### config.mk
export PLATFORM = sky130hd
export DESIGN_NAME = gss_mul
export DESIGN_NICKNAME = d
export VERILOG_FILES = /design/src/design/gss_mul.sv
export SDC_FILE = /design/constraint.sdc
export NUM_CORES = 2
export LEC_CHECK = 0
export ABC_AREA = 1
export BUFFER_PORTS_ARGS = -buffer_cell sky130_fd_sc_hd__clkbuf_2
export CAP_MARGIN = 40
export CORE_MARGIN = 2
export CORE_UTILIZATION = 65
export CTS_CLUSTER_SIZE = 20
export DETAILED_ROUTE_END_ITERATION = 8
export MAX_ROUTING_LAYER = met4
export PLACE_DENSITY = 0.83
export SETUP_SLACK_MARGIN = 0.2
export SYNTH_ARGS = -nofsm -noshare
export SYNTH_HDL_FRONTEND = slang
export SYNTH_SLANG_ARGS = --single-unit
### constraint.sdc
create_clock -name clk -period 24 [get_ports clk]
set_input_delay 3.6 -clock clk [delete_from_list [all_inputs] [get_ports clk]]
set_output_delay 3.6 -clock clk [all_outputs]
set_load 0.005 [all_outputs]
### src/design/gss_mul.sv
// ----------------------------------------------------------------------------
// gss_mul
// Shared signed multiplier with a registered product.
// ----------------------------------------------------------------------------
module gss_mul #(
	parameter int W = 34
) (
	input  logic                  clk,
	input  logic                  en,
	input  logic signed [W-1:0]   a,
	input  logic signed [W-1:0]   b,
	output logic signed [2*W-1:0] p
);
	always_ff @(posedge clk) begin
		if (en)
			p <= a * b;
	end
endmodule

==> impl_metrics.csv <==
group,metric,value,unit
status,run_status,"complete, no violations",
worst_hold_path,min_path_type,"in -> reg",
final_layout,multiInputGateArea,0.0359,mm^2
yosys,synth_compound_area_share,1.12,%
route,antenna_left,0,
final_layout,n_fill_cell,5564,
cts,cts_resized,0,
setup_path,crit_required,24120,ps
setup_path,critPathBufInv,5,
yosys,yosys_warnings,0,
floorplanning,num_io_pins,138,
route,viasPerCell,5.29,
timing,drv_slew,0,
worst_hold_path,min_from,"en",
timing,relSlewSlack,31.7,%
timing,hold_viol_final,0,
cts,cts.sinks,68,
final_layout,seq_area,0.00204,mm^2
yosys,synthAdderAreaFrac,58.4,%
timing,grt_setup_unrepaired,"false",
route,wirelength,123,mm
setup_path,worst_path_dominant_cell_family,"adder cells",
floorplanning,start_util,65.6,%
timing,tightestPinTransition,1020,ps
setup_path,crit_path_start_kind,"input pin",
yosys,synth_top_cell_by_area,"fa_1",
global_routing,antenna_found_initial,3,
cts,clockBufferDepth,2,
setup_path,critPathMaxFanout,34,
setup_path,critical_path_class,"in -> reg",
setup_path,crit_chain,"clkbuf_2, nand2_1, fa_1, fa_1, inv_1, fa_1, inv_1, fa_1, fa_1, fa_1, fa_1, fa_1, inv_1, ha_1, nand2_1, nor2_1, nand3_1, inv_1, nand2_1, nor3_2, nand2_1, nand4_1, nand2_1",
timing,setup_tns,0,ps
global_routing,grt_pass1_wl,206,mm
yosys,synthCells,5972,
floorplanning,rows,98,
final_layout,largest_reg_flops,68,
route,firstDrtPassIters,6,
yosys,synth_top_family_by_area,"adder cells",
final_layout,nNetsFinal,7420,
yosys,synthMuxAreaShare,0,%
timing,setup_viol,0,
yosys,avgSynthCellArea,7.85,um^2
floorplanning,core-area,0.0715,mm^2
final_layout,drive_above_1_share,4.55,%
cts,cts_tree,"done",
cts,cts_hold_buf,0,
cts,cts_setup_buffers,0,
setup_path,cp-end-kind,"flip-flop",
yosys,synth_seq_cells,68,
setup_path,slowest_stage,"fa_1",
setup_path,crit_top_cell,"fa_1",
floorplanning,die-area,0.0743,mm^2
placement,place_congestion,1.04,
setup_path,crit_cells,23,
cts,root_buffer,"clkbuf_16",
global_routing,grt_overflow,0,
yosys,synth_area_leaders,"fa_1, inv_1, nand2_1, ha_1, edfxtp_1",
global_routing,grt_pass1_vias,40900,
yosys,synth_top_area_share,53.0,%
job,maxCapViolations,0,
placement,place_hpwl,105,mm
yosys,synth.cell_area,0.0469,mm^2
route,wl_per_cell,17.9,um
route,route.detailed.drc,0,
global_routing,grtUsageTotal,36.6,%
timing,fmax,0.0897,GHz
route,vias,36300,
final_layout,reg_top3,"p (68)",
timing,post-route-min-period,11150,ps
yosys,yosys.area_share.simple,16.3,%
setup_path,startpoint,"b[10]",
yosys,synth_cell_type_count,32,
yosys,synthXorXnorAreaFrac,0.654,%
yosys,syn-num-nets,7487,
setup_path,slowest_delay,920,ps
floorplanning,die_h,273,um
worst_hold_path,holdPathStages,2,
route,first_iter_violations,2530,
setup_path,arrival,11270,ps
placement,dp.cells,6844,
global_routing,grt_max_degree,60,
cts,path_clk_slew,70,ps
final_layout,fin_cells,6864,
yosys,yosysSeqAreaShare,4.35,%
final_layout,syn_to_final_growth,4.55,%
placement,portBuffers,137,
final_layout,top_register,"p",
timing,period_share,46.5,%
floorplanning,die_w,273,um
cts,htree_num_levels,3,
cts,cts_made_buffers,9,
## cells by family after synthesis
logic type,count (synthesis)
buffers and inverters,2390
and+or+nand+nor,1939
adders and majority gates,1445
AOI/OAI and AO/OA,95
DFF,68
xor gates and xnor gates,35
## placed cells by master (no fill, tap or decap), types with 5 or more instances in the layout
cell,n
o21bai_1,11
nor3_1,15
nor2_1,115
nor3_2,5
buf_16,21
nand3_2,7
nand3_1,70
clkbuf_2,137
or2_2,8
buf_12,7
clkbuf_16,9
o21ai_0,18
nand2_2,20
nand4_1,19
nand2_1,1661
edfxtp_1,68
buf_4,25
inv_1,2116
ha_1,204
nor2_2,9
a21oi_1,59
xor2_1,33
fa_1,1241
## area by class of cell
| cell class | count | area share, % |
|---|---|---|
| Tap cell | 950 | 2.42 |
| Clock inverter | 7 | 0.184 |
| Antenna cell | 4 | 0.0204 |
| Sequential cell | 68 | 4.16 |
| Multi-Input combinational cell | 3514 | 73.2 |
| Inverter | 2119 | 16.2 |
| Timing Repair Buffer | 193 | 3.34 |
| Clock buffer | 9 | 0.459 |
## through the flow
step / setup WS (ps) / util, % / area [um^2] / hold slack (ps)
final: 12850 / 68.6 / 49000 / 3680
after global routing: 12440 / 68.6 / 49000 / 3690
after CTS: 12930 / 68.6 / 49000 / 3680
after detailed placement: 12590 / 68.1 / 48700 / 4000
after global placement: 12430 / 67.1 / 47900 / 4000
after floorplan: 13440 / - / 46900 / 3710
## routing by layer
layer  GRT usage (%)  up-vias  wire length (um)
met5               -        -                 0
met4            18.4        0              7860
met3            4.67      573             10100
met2            62.9     1954             62100
met1            42.3    17800             42600
li1                -    15900                 -
## cell usage after synthesis (all sizes together)
cell    instances
edfxtp         68
clkbuf        269
nor2          124
or2             8
xnor2           2
nor3           22
o21ai          19
nand3b          3
nand2b          1
nand4          19
xor2           33
o21bai         11
ha            204
inv          2119
buf             2
o21a            1
a21oi          63
fa           1241
nand3          77
a21o            1
nor4            1
and2            1
nand2        1683
## final timing paths
check     to  slack (ps)
max    p[59]       12850
min     p[5]        3680
Power is left out: the tool's default activity adds up to more than one toggle a clock period on the data nets, which glitch-free logic cannot reach.
