**src/design/gss_ram.sv**
```systemverilog
// ----------------------------------------------------------------------------
// gss_ram
// Generic single-write, single-read RAM with registered read data.
// ----------------------------------------------------------------------------
module gss_ram #(
	parameter int WIDTH = 32,
	parameter int DEPTH = 64
) (
	input  logic                     clk,
	input  logic                     we,
	input  logic [$clog2(DEPTH)-1:0] waddr,
	input  logic [WIDTH-1:0]         wdata,
	input  logic                     re,
	input  logic [$clog2(DEPTH)-1:0] raddr,
	output logic [WIDTH-1:0]         rdata
);
	logic [WIDTH-1:0] mem [DEPTH];

	always_ff @(posedge clk) begin
		if (we)
			mem[waddr] <= wdata;
		if (re)
			rdata <= mem[raddr];
	end
endmodule

```
**config.mk**
```make
export PLATFORM = sky130hd
export DESIGN_NAME = gss_ram
export DESIGN_NICKNAME = d
export VERILOG_FILES = /design/src/design/gss_ram.sv
export SDC_FILE = /design/constraint.sdc
export NUM_CORES = 2
export LEC_CHECK = 0
export BUFFER_PORTS_ARGS = -buffer_cell sky130_fd_sc_hd__buf_2
export CAP_MARGIN = 0
export CORE_MARGIN = 1
export CORE_UTILIZATION = 60
export DETAILED_ROUTE_END_ITERATION = 8
export PLACE_DENSITY = 0.74
export SYNTH_ARGS = -nofsm -noshare
export SYNTH_HDL_FRONTEND = slang
export SYNTH_SLANG_ARGS = --single-unit
```
**constraint.sdc**
```tcl
create_clock -name clk -period 7.35 [get_ports clk]
set_input_delay 0 -clock clk [delete_from_list [all_inputs] [get_ports clk]]
set_output_delay 0 -clock clk [all_outputs]
set_load 0.01 [all_outputs]
```
==> impl_metrics.json <==
{
  "rsz0062_at_grt": "false",
  "cp_slowest_stage_delay_ns": 0.89,
  "synth_edf_count": 2080,
  "drc": 0,
  "cts_resized": 0,
  "yosysMostFrequentCell": "edfxtp_1",
  "wl_um": 200000,
  "design_power_total_mw": 23.8,
  "combPwrFrac_pct": 5.2,
  "die-area_um2": 133000,
  "drt_first_iter_violations": 5975,
  "slew_viol_final": 0,
  "cts_hold_buf": 23,
  "yosysTopAreaCell": "edfxtp_1",
  "vias": 37600,
  "critical_path_class": "input port to flop",
  "yosysTopAreaCellShare_pct": 79.2,
  "cts_root_buf": "clkbuf_16",
  "rows": 132,
  "cap_violations": 0,
  "vias_per_cell": 6.90,
  "crit_slowest_cell": "a31oi_1",
  "layout-drive-gt1-share_pct": 28.3,
  "internal-power_mw": 18.7,
  "synth_common_cells": "2080 x edfxtp_1, 544 x mux4_2, 137 x nor2_1",
  "dominantRegCellSynth": "edfxtp_1",
  "finalSetupTns_ns": 0,
  "io_pins": 79,
  "cp.required_ns": 7.86,
  "ir_drop_v": 0.000238,
  "syn_inst": 3324,
  "grt_max_degree": 113,
  "area_delta_synth_final_pct": 11.7,
  "critPathLaunchType": "input port",
  "syn_nets": 3371,
  "fmax_ghz": 0.306,
  "cts_buffer_depth": 3,
  "path_cells": "buf_8 -> buf_12 -> nand2b_1 -> o22ai_1 -> nor3_1 -> a31oi_1 -> nor2_1",
  "grt_pass1_vias": 38400,
  "skew_ns": 0.0232,
  "avgSynthCellArea_um2": 23.7,
  "yosysWarningCount": 0,
  "chipWidth_um": 364,
  "seqPwrFrac_pct": 55.6,
  "die_height_um": 364,
  "fp.coreArea_um2": 130000,
  "numCtsBuffers": 194,
  "ant_nets": 0,
  "cts_sinks": 2080,
  "status": "completed",
  "portBuffers": 78,
  "path_max_fanout": 97,
  "p_leak_nw": 27.3,
  "cts_tree": "yes",
  "ys_ff_latch": 2080,
  "grt_antenna_before_repair": 24,
  "yosysSeqAreaShare_pct": 79.2,
  "clkLatencyLatePin_ns": 0.82,
  "dp.final_hpwl_um": 103000,
  "fin_nets": 3594,
  "path_delay_family": "compound AO/OA/AOI/OAI gates",
  "synth_area_um2": 78800,
  "finalSetupViolations": 0,
  "power_frac_clock_pct": 39.3,
  "hold_viol_final": 0,
  "grt_use_total_pct": 30.8,
  "routabilityCongestion": 0.858,
  "cp_data_arrival_time_ns": 3.77,
  "period_share_pct": 44.5,
  "cts_setup_buffers": 0,
  "critPathCaptureType": "flop",
  "synth.area.top_cells": "edfxtp_1 79%, mux4_2 16%, mux2i_1 1.2%, o22ai_1 0.67%, nor2_1 0.65%",
  "wire_per_inst_um": 36.7,
  "ys_types": 33,
  "slew_headroom_pct": 2.66,
  "drt-pass1-iter-count": 8,
  "hp-class": "input port to flop",
  "p_sw_mw": 5.04,
  "swShare_pct": 21.2,
  "clk_pin_slew_ns": 0.06,
  "tightest_slew_ns": 1.46,
  "cp.buffers_inverters": 2,
  "initial_core_util_pct": 60.7,
  "grt_pass1_wl_um": 280000,
  "power.density_nw_per_um2": 270,
  "async_flop_share_pct": 0,
  "period_needed_ns": 3.27,
  "gr-total-overflow": 0,
  "htree_levels": 4
}
cell usage in the layout (no fill, tap or decap), drive strengths merged, types with 6 or more instances in the layout:
cell type    Yosys  final
nor3             7      7
mux4           544    544
clkbuf          74    253
nor2           137    137
inv              0      8
buf            108    186
o22ai           84     84
nand2b           8      8
clkinv           0     80
edfxtp        2080   2080
a21oi           62     62
diode            0      9
a311oi           8      8
mux2i           93     93
bufinv           0      6
o221ai          27     27
nand2           26     26
a22oi           12     12
nor2b           15     15
dlygate4sd3      0     23
power by group through the flow:
stage | registers, mW | clock network (mW) | logic, mW
5_1_grt | 13.2 | 9.85 | 1.27
2_1_floorplan | 13.4 | 0 | 0.639
3_3_place_gp | 13.5 | 0 | 1.17
4_1_cts | 13.2 | 9.39 | 1.22
6_report | 13.2 | 9.34 | 1.23
3_5_place_dp | 13.5 | 0 | 1.20
cell families after synthesis:
logic type | Yosys count | synth area share, %
DFF | 2080 | 79.2
muxes | 637 | 16.7
and+or+nand+nor | 223 | 1.26
AOI/OAI and AO/OA | 202 | 1.67
buffers and inverters | 182 | 1.12
worst paths after layout:
kind	startpoint	slack [ns]	cells after the start	end
worst min-delay path	wdata[13]	0.04	1	mem[35][13]
worst max-delay path	raddr[2]	4.08	7	rdata[18]
worst min register to register	mem[13][20]	0.89	4	rdata[20]
worst max register to register	mem[35][23]	4.75	4	rdata[23]
per-stage QoR:
| stage | hold slack (ns) | setup slack, ns | area, um2 | instances | utilization (%) |
|---|---|---|---|---|---|
| after floorplan | 0.0989 | 4.19 | 78800 | 3324 | - |
| after global placement | 0.413 | 3.47 | 81900 | 5070 | 63.0 |
| after detailed placement | 0.410 | 3.42 | 81900 | 5070 | 63.0 |
| after CTS | 0.00432 | 4.27 | 88000 | 5444 | 67.7 |
| after global routing | 0.0465 | 4.09 | 88000 | 5444 | 67.7 |
| final | 0.0380 | 4.08 | 88000 | 5453 | 67.7 |
registers in the layout, indices dropped and copies added (netlist names):
name   flops
mem     2048
rdata     32
area by class of cell:
cell class	instances	area, um2
diodes	9	22.5
clock buffers	253	5160
clock inverters	98	676
fillers	7731	42000
multi-input cells	1062	16000
flip-flops and latches	2080	62500
well taps	1742	2180
repair buffers	209	1550
metal layers:
metal | routed length, um | vias to the layer above | GRT usage (%)
li1 | - | 14800 | -
met5 | 176 | - | 0
met3 | 26200 | 440 | 9.55
met1 | 68300 | 19800 | 40.5
met4 | 8480 | 28 | 12.8
met2 | 96700 | 2615 | 48.5
Power figures use the tool's default switching activity.
