--- config.mk ---
export PLATFORM = sky130hd
export DESIGN_NAME = gss_div
export DESIGN_NICKNAME = d
export VERILOG_FILES = /design/src/design/gss_div.sv
export SDC_FILE = /design/constraint.sdc
export NUM_CORES = 1
export LEC_CHECK = 0
export BUFFER_PORTS_ARGS = -buffer_cell sky130_fd_sc_hd__buf_2
export CAP_MARGIN = 20
export CORE_UTILIZATION = 25
export CTS_CLUSTER_SIZE = 20
export DETAILED_ROUTE_END_ITERATION = 6
export GPL_TIMING_DRIVEN = 0
export PLACE_DENSITY_LB_ADDON = 0.2
export SYNTH_ARGS = -nofsm -noshare
export SYNTH_HDL_FRONTEND = slang
export SYNTH_SLANG_ARGS = --single-unit
--- constraint.sdc ---
create_clock -name clk -period 5.7 [get_ports clk]
set_input_delay 0.57 -clock clk [delete_from_list [all_inputs] [get_ports clk]]
set_output_delay 0.57 -clock clk [all_outputs]
set_load 0.1 [all_outputs]
--- src/design/gss_div.sv ---
// ----------------------------------------------------------------------------
// gss_div
// Unsigned restoring divider, 64-bit dividend, one quotient bit per cycle.
// ----------------------------------------------------------------------------
module gss_div #(
	parameter int DW = 32
) (
	input  logic          clk,
	input  logic          arst_n,
	input  logic          start,
	input  logic [63:0]   num,
	input  logic [DW-1:0] den,
	output logic          done,
	output logic [63:0]   quo
);
	logic [DW:0]   rem_q;
	logic [DW-1:0] den_q;
	logic [6:0]    cnt_q;
	logic          run_q;
	logic [DW:0]   rem_sh;
	logic          fits;

	assign rem_sh = {rem_q[DW-1:0], quo[63]};
	assign fits   = rem_sh >= {1'b0, den_q};

	always_ff @(posedge clk or negedge arst_n) begin
		if (!arst_n) begin
			run_q <= 1'b0;
			done  <= 1'b0;
			cnt_q <= '0;
		end else begin
			done <= 1'b0;
			if (start) begin
				run_q <= 1'b1;
				cnt_q <= '0;
			end else if (run_q) begin
				cnt_q <= cnt_q + 7'd1;
				if (cnt_q == 7'd63) begin
					run_q <= 1'b0;
					done  <= 1'b1;
				end
			end
		end
	end

	always_ff @(posedge clk) begin
		if (start) begin
			quo   <= num;
			den_q <= den;
			rem_q <= '0;
		end else if (run_q) begin
			rem_q <= fits ? rem_sh - {1'b0, den_q} : rem_sh;
			quo   <= {quo[62:0], fits};
		end
	end
endmodule

==> results.txt <==
The worst reg2reg path depth came out at 13. The cell area after synthesis is 7310 sq um. The largest family of logic cells by synthesized area is compound AO/OA/AOI/OAI gates.

The number of primary I/O pins was 164; the power per cell area was 319 nW/um^2. The run gives 0 as the number of failing hold endpoints at the final stage. At the later pin of the worst-skew pair, clock insertion delay measures 0.43 ns. The run gives 2.41 ns as the register-to-register setup slack. STA classifies the critical path endpoint as a flip-flop. The tools report the synthesized netlist net count as 778.

The violation count after the first detailed-route iteration came out at 259. The worst pin sits at a relative slew slack of 44.5%. Setup repair after global routing left no endpoint under its margin. The detail route stage leaves a number of antenna-violating nets equal to 0. In this run the worst path has a maximum fanout of 10. TritonCTS built the clock tree.

The tightest min-delay check is of the in -> reg type. The synthesized-area fraction occupied by ao, oa, aoi and oai cells is 13.7%. Counting flops with a built-in enable in the synthesized netlist gives 96. The number of gates resized after CTS was 0. The number of fill cells is 3022. Summing the areas of all xor and xnor instances in the mapped netlist gives 3.71% of the synthesized area.

STA classifies the critical path startpoint as a flip-flop. The tools report the worst setup path endpoint as rem_q[25]$_SDFFE_PP0P_. The final period demand of the worst path is 3.29 ns, and the final routed wire length divided by cell count is 15.9 um. For this run, the leading register cell type out of synthesis is edfxtp_1. In the global route stage, overall resource usage came out at 13.4%.

Relative to the synthesized area, the layout overhead comes to 26.6%. The tool flagged a number of max-cap violations equal to 0. Summing over every cut layer, the via total after detailed routing is 5500. For the via count of the first global-routing pass, the log shows 5801.

Leaving out fill and tap cells, the most frequent cells in the layout are 165 x buf_2, 96 x edfxtp_1, 80 x nand2_1. The clock sink total is 137, and the proportion of synthesized flip-flops having asynchronous set or reset is 6.57%. The run gives 3.63 ns as the endpoint arrival time on the critical path.

Critical register-to-register path endpoint: rem_q[25]$_SDFFE_PP0P_. The origin of the critical flop-to-flop path was den_q[4]$_DFFE_PP_. The tools report the total of warnings raised by yosys as 0. The run gives 4 as the number of antenna violations at the first check in global routing. The required time of the critical path was 6.03 ns. The share of the yosys chip area belonging to registers was 51.3%. On the final layout, the worst clock skew is 0.0140 ns.

The level count of the clock H-tree is 4. Transition time of the tightest slew-check pin: 0.833 ns. Of the available clock period, the critical path in the final layout requires 57.7%. The die outline width is 173 um. The tools report the first-pass GRT wire length as 31600 um.

Wire length after detailed routing: 19500 um. The final HPWL from detailed placement is 14300 um. During placement, the flow inserted port buffers numbering 163. The setup violation total in the final timing report came out at 0.

The run gives 3.91 nW as the leakage dissipation. The arithmetic-cell share of the synthesized area counting full adders, half adders and majority gates is 5.92%. The logs give 17 for the number of buffers created by CTS and 28700 sq um for the placeable core region. Worst IR drop on VDD: 0.176 mV. Buffer type at the clock tree root: clkbuf_16. The number of vias per cell after detailed routing is 4.48, and the routability congestion estimate is 0.775. The number of cells produced by synthesis was 645; the fraction of layout cells with a size suffix above 1 was 35.3%. Leaving out fill and tap cells, the most frequent cell in the layout is buf_2. The flow ran to the end, and the final reports show no timing, DRC or antenna violations. The first-pass iteration count of the detailed router is 4. Counting tap cells, the placed design contains a total of 1193 instances.

Mean cell area of the mapped netlist: 11.3 sq um. The initial utilization of the core area, before any placement, comes to 25.5%. After synthesis the netlist holds a flip-flop and latch count of 137.

For the floorplan die area, the log shows 29900 sq um. The die is 173 um tall. Adding up every negative setup slack in the final design gives 0 ns.

The final layout contains 962 nets. The share of cell area taken by muxes after synthesis is 10.1%, and the simple-gate share of the synthesized area is 11.6%. Clock-pin slew was measured on the worst setup and hold paths at 0.07 ns.

The post-layout instance count excluding filler cells was 1228; the count of final max-slew check failures was 0. The critical path starts at den_q[4]$_DFFE_PP_. After detailed routing, the number of remaining DRC violations is 0. The clock passes through at most 2 buffers. The unique cell type count in the Yosys netlist came out at 57.

The critical path class was reg -> reg. The tools report the largest net degree at the start of global routing as 56. The floorplan has 62 rows.

For this run, the top clock speed supported by timing is 304 MHz. Global routing finished with a remaining overflow of 0.
power breakdown:
group / switching [W] / internal [W] / leakage [nW] / total (W)
registers: 0.0000353 / 0.00114 / 1.37 / 0.00118
logic: 0.000483 / 0.000141 / 2.24 / 0.000624
clock network: 0.000517 / 0.000629 / 0.294 / 0.00115
total: 0.00104 / 0.00192 / 3.91 / 0.00295
worst max-delay path, cell delays in order, from the launching register on:
cell and delay [ns]:
edfxtp_1 0.32, inv_1 0.04, ha_1 0.36, nand3_1 0.16
o21bai_1 0.21, a211oi_1 0.26, or3_4 0.20, a31oi_4 0.13
o21ai_2 0.17, and2_4 0.19, o21ba_1 0.19, clkbuf_1 0.52
nand2_1 0.16, a311oi_2 0.29
synth_stat cells (all sizes together), types with 7 or more instances:
master / number / share of area [%]
clkbuf: 25 / 1.3
mux2: 65 / 10
ha: 33 / 5.6
nand2: 80 / 4.1
xor2: 12 / 1.4
nand3: 10 / 0.68
a311oi: 29 / 5.0
nor2: 55 / 2.8
a21oi: 26 / 1.8
a31oi: 8 / 0.89
edfxtp: 96 / 39
or3: 7 / 0.67
dfxtp: 32 / 8.8
a21o: 14 / 1.4
dfrtp: 9 / 3.1
o21ai: 20 / 1.4
xnor2: 19 / 2.3
inv: 36 / 1.8
cell type report:
type,instances,area (sq um),share of cell area [%]
buffer,30,134,1.45
clock buffer,17,425,4.60
multi-input combinational,442,3300,35.6
tap,384,480,5.19
clock inverter,15,175,1.89
antenna,2,5.00,0.0541
timing repair buffer,165,853,9.22
inverter,36,135,1.46
sequential,137,3750,40.5
stage by stage:
step / area, sq um / hold slack, ns / utilization [%] / power (W) / setup WS [ns]
finish: 9260 / 0.318 / 32.2 / 0.00295 / 2.41
CTS: 9250 / 0.294 / 32.2 / 0.00300 / 2.32
global placement: 8610 / 0.442 / 30.0 / 0.00183 / 1.56
floorplan: 7310 / 0.274 / - / 0.00169 / 2.26
global route: 9250 / 0.295 / 32.2 / 0.00307 / 2.05
detailed placement: 8640 / 0.447 / 30.1 / 0.00183 / 2.35
registers in the layout (all words and copies together), names as in the netlist:
signal	cells
quo	64
den_q	32
cnt_q	7
rem_q	32
run_q	1
done	1
worst min-delay path by stage:
stage,from,end,depth (start not counted),slack [ns]
after floorplan,arst_n,cnt_q[0]$_DFFE_PN0P_,0,0.27
after global placement,arst_n,done$_DFF_PN0_,1,0.44
after detailed placement,arst_n,done$_DFF_PN0_,1,0.45
after CTS,den[30],den_q[30]$_DFFE_PP_,1,0.29
after global routing,den[30],den_q[30]$_DFFE_PP_,1,0.29
final,den[14],den_q[14]$_DFFE_PP_,1,0.32
routing by layer:
layer / global-route usage, % / vias up / share of wire [%]
met2: 21.5 / 156 / 45
met1: 16.8 / 2583 / 46
met5: 0 / - / 0.14
met4: 3.83 / 4 / 1.5
met3: 4.99 / 25 / 7.6
li1: - / 2732 / -
cell families (layout without fill, tap and decap cells):
| group | count (synthesis) | count (layout) |
|---|---|---|
| AOI/OAI and AO/OA | 123 | 123 |
| xor gates and xnor gates | 31 | 31 |
| adders and majority gates | 34 | 34 |
| buffers and inverters | 66 | 263 |
| DFF | 137 | 137 |
| muxes | 66 | 66 |
| other | 0 | 2 |
| and+or+nand+nor | 188 | 188 |
what timing repair did:
item / CTS / global route
endpoints found under the hold margin: 9 / 0
hold buffers: 1 / 0
setup buffers: 0 / 0
Note: power is estimated with default switching activity, not from simulation.
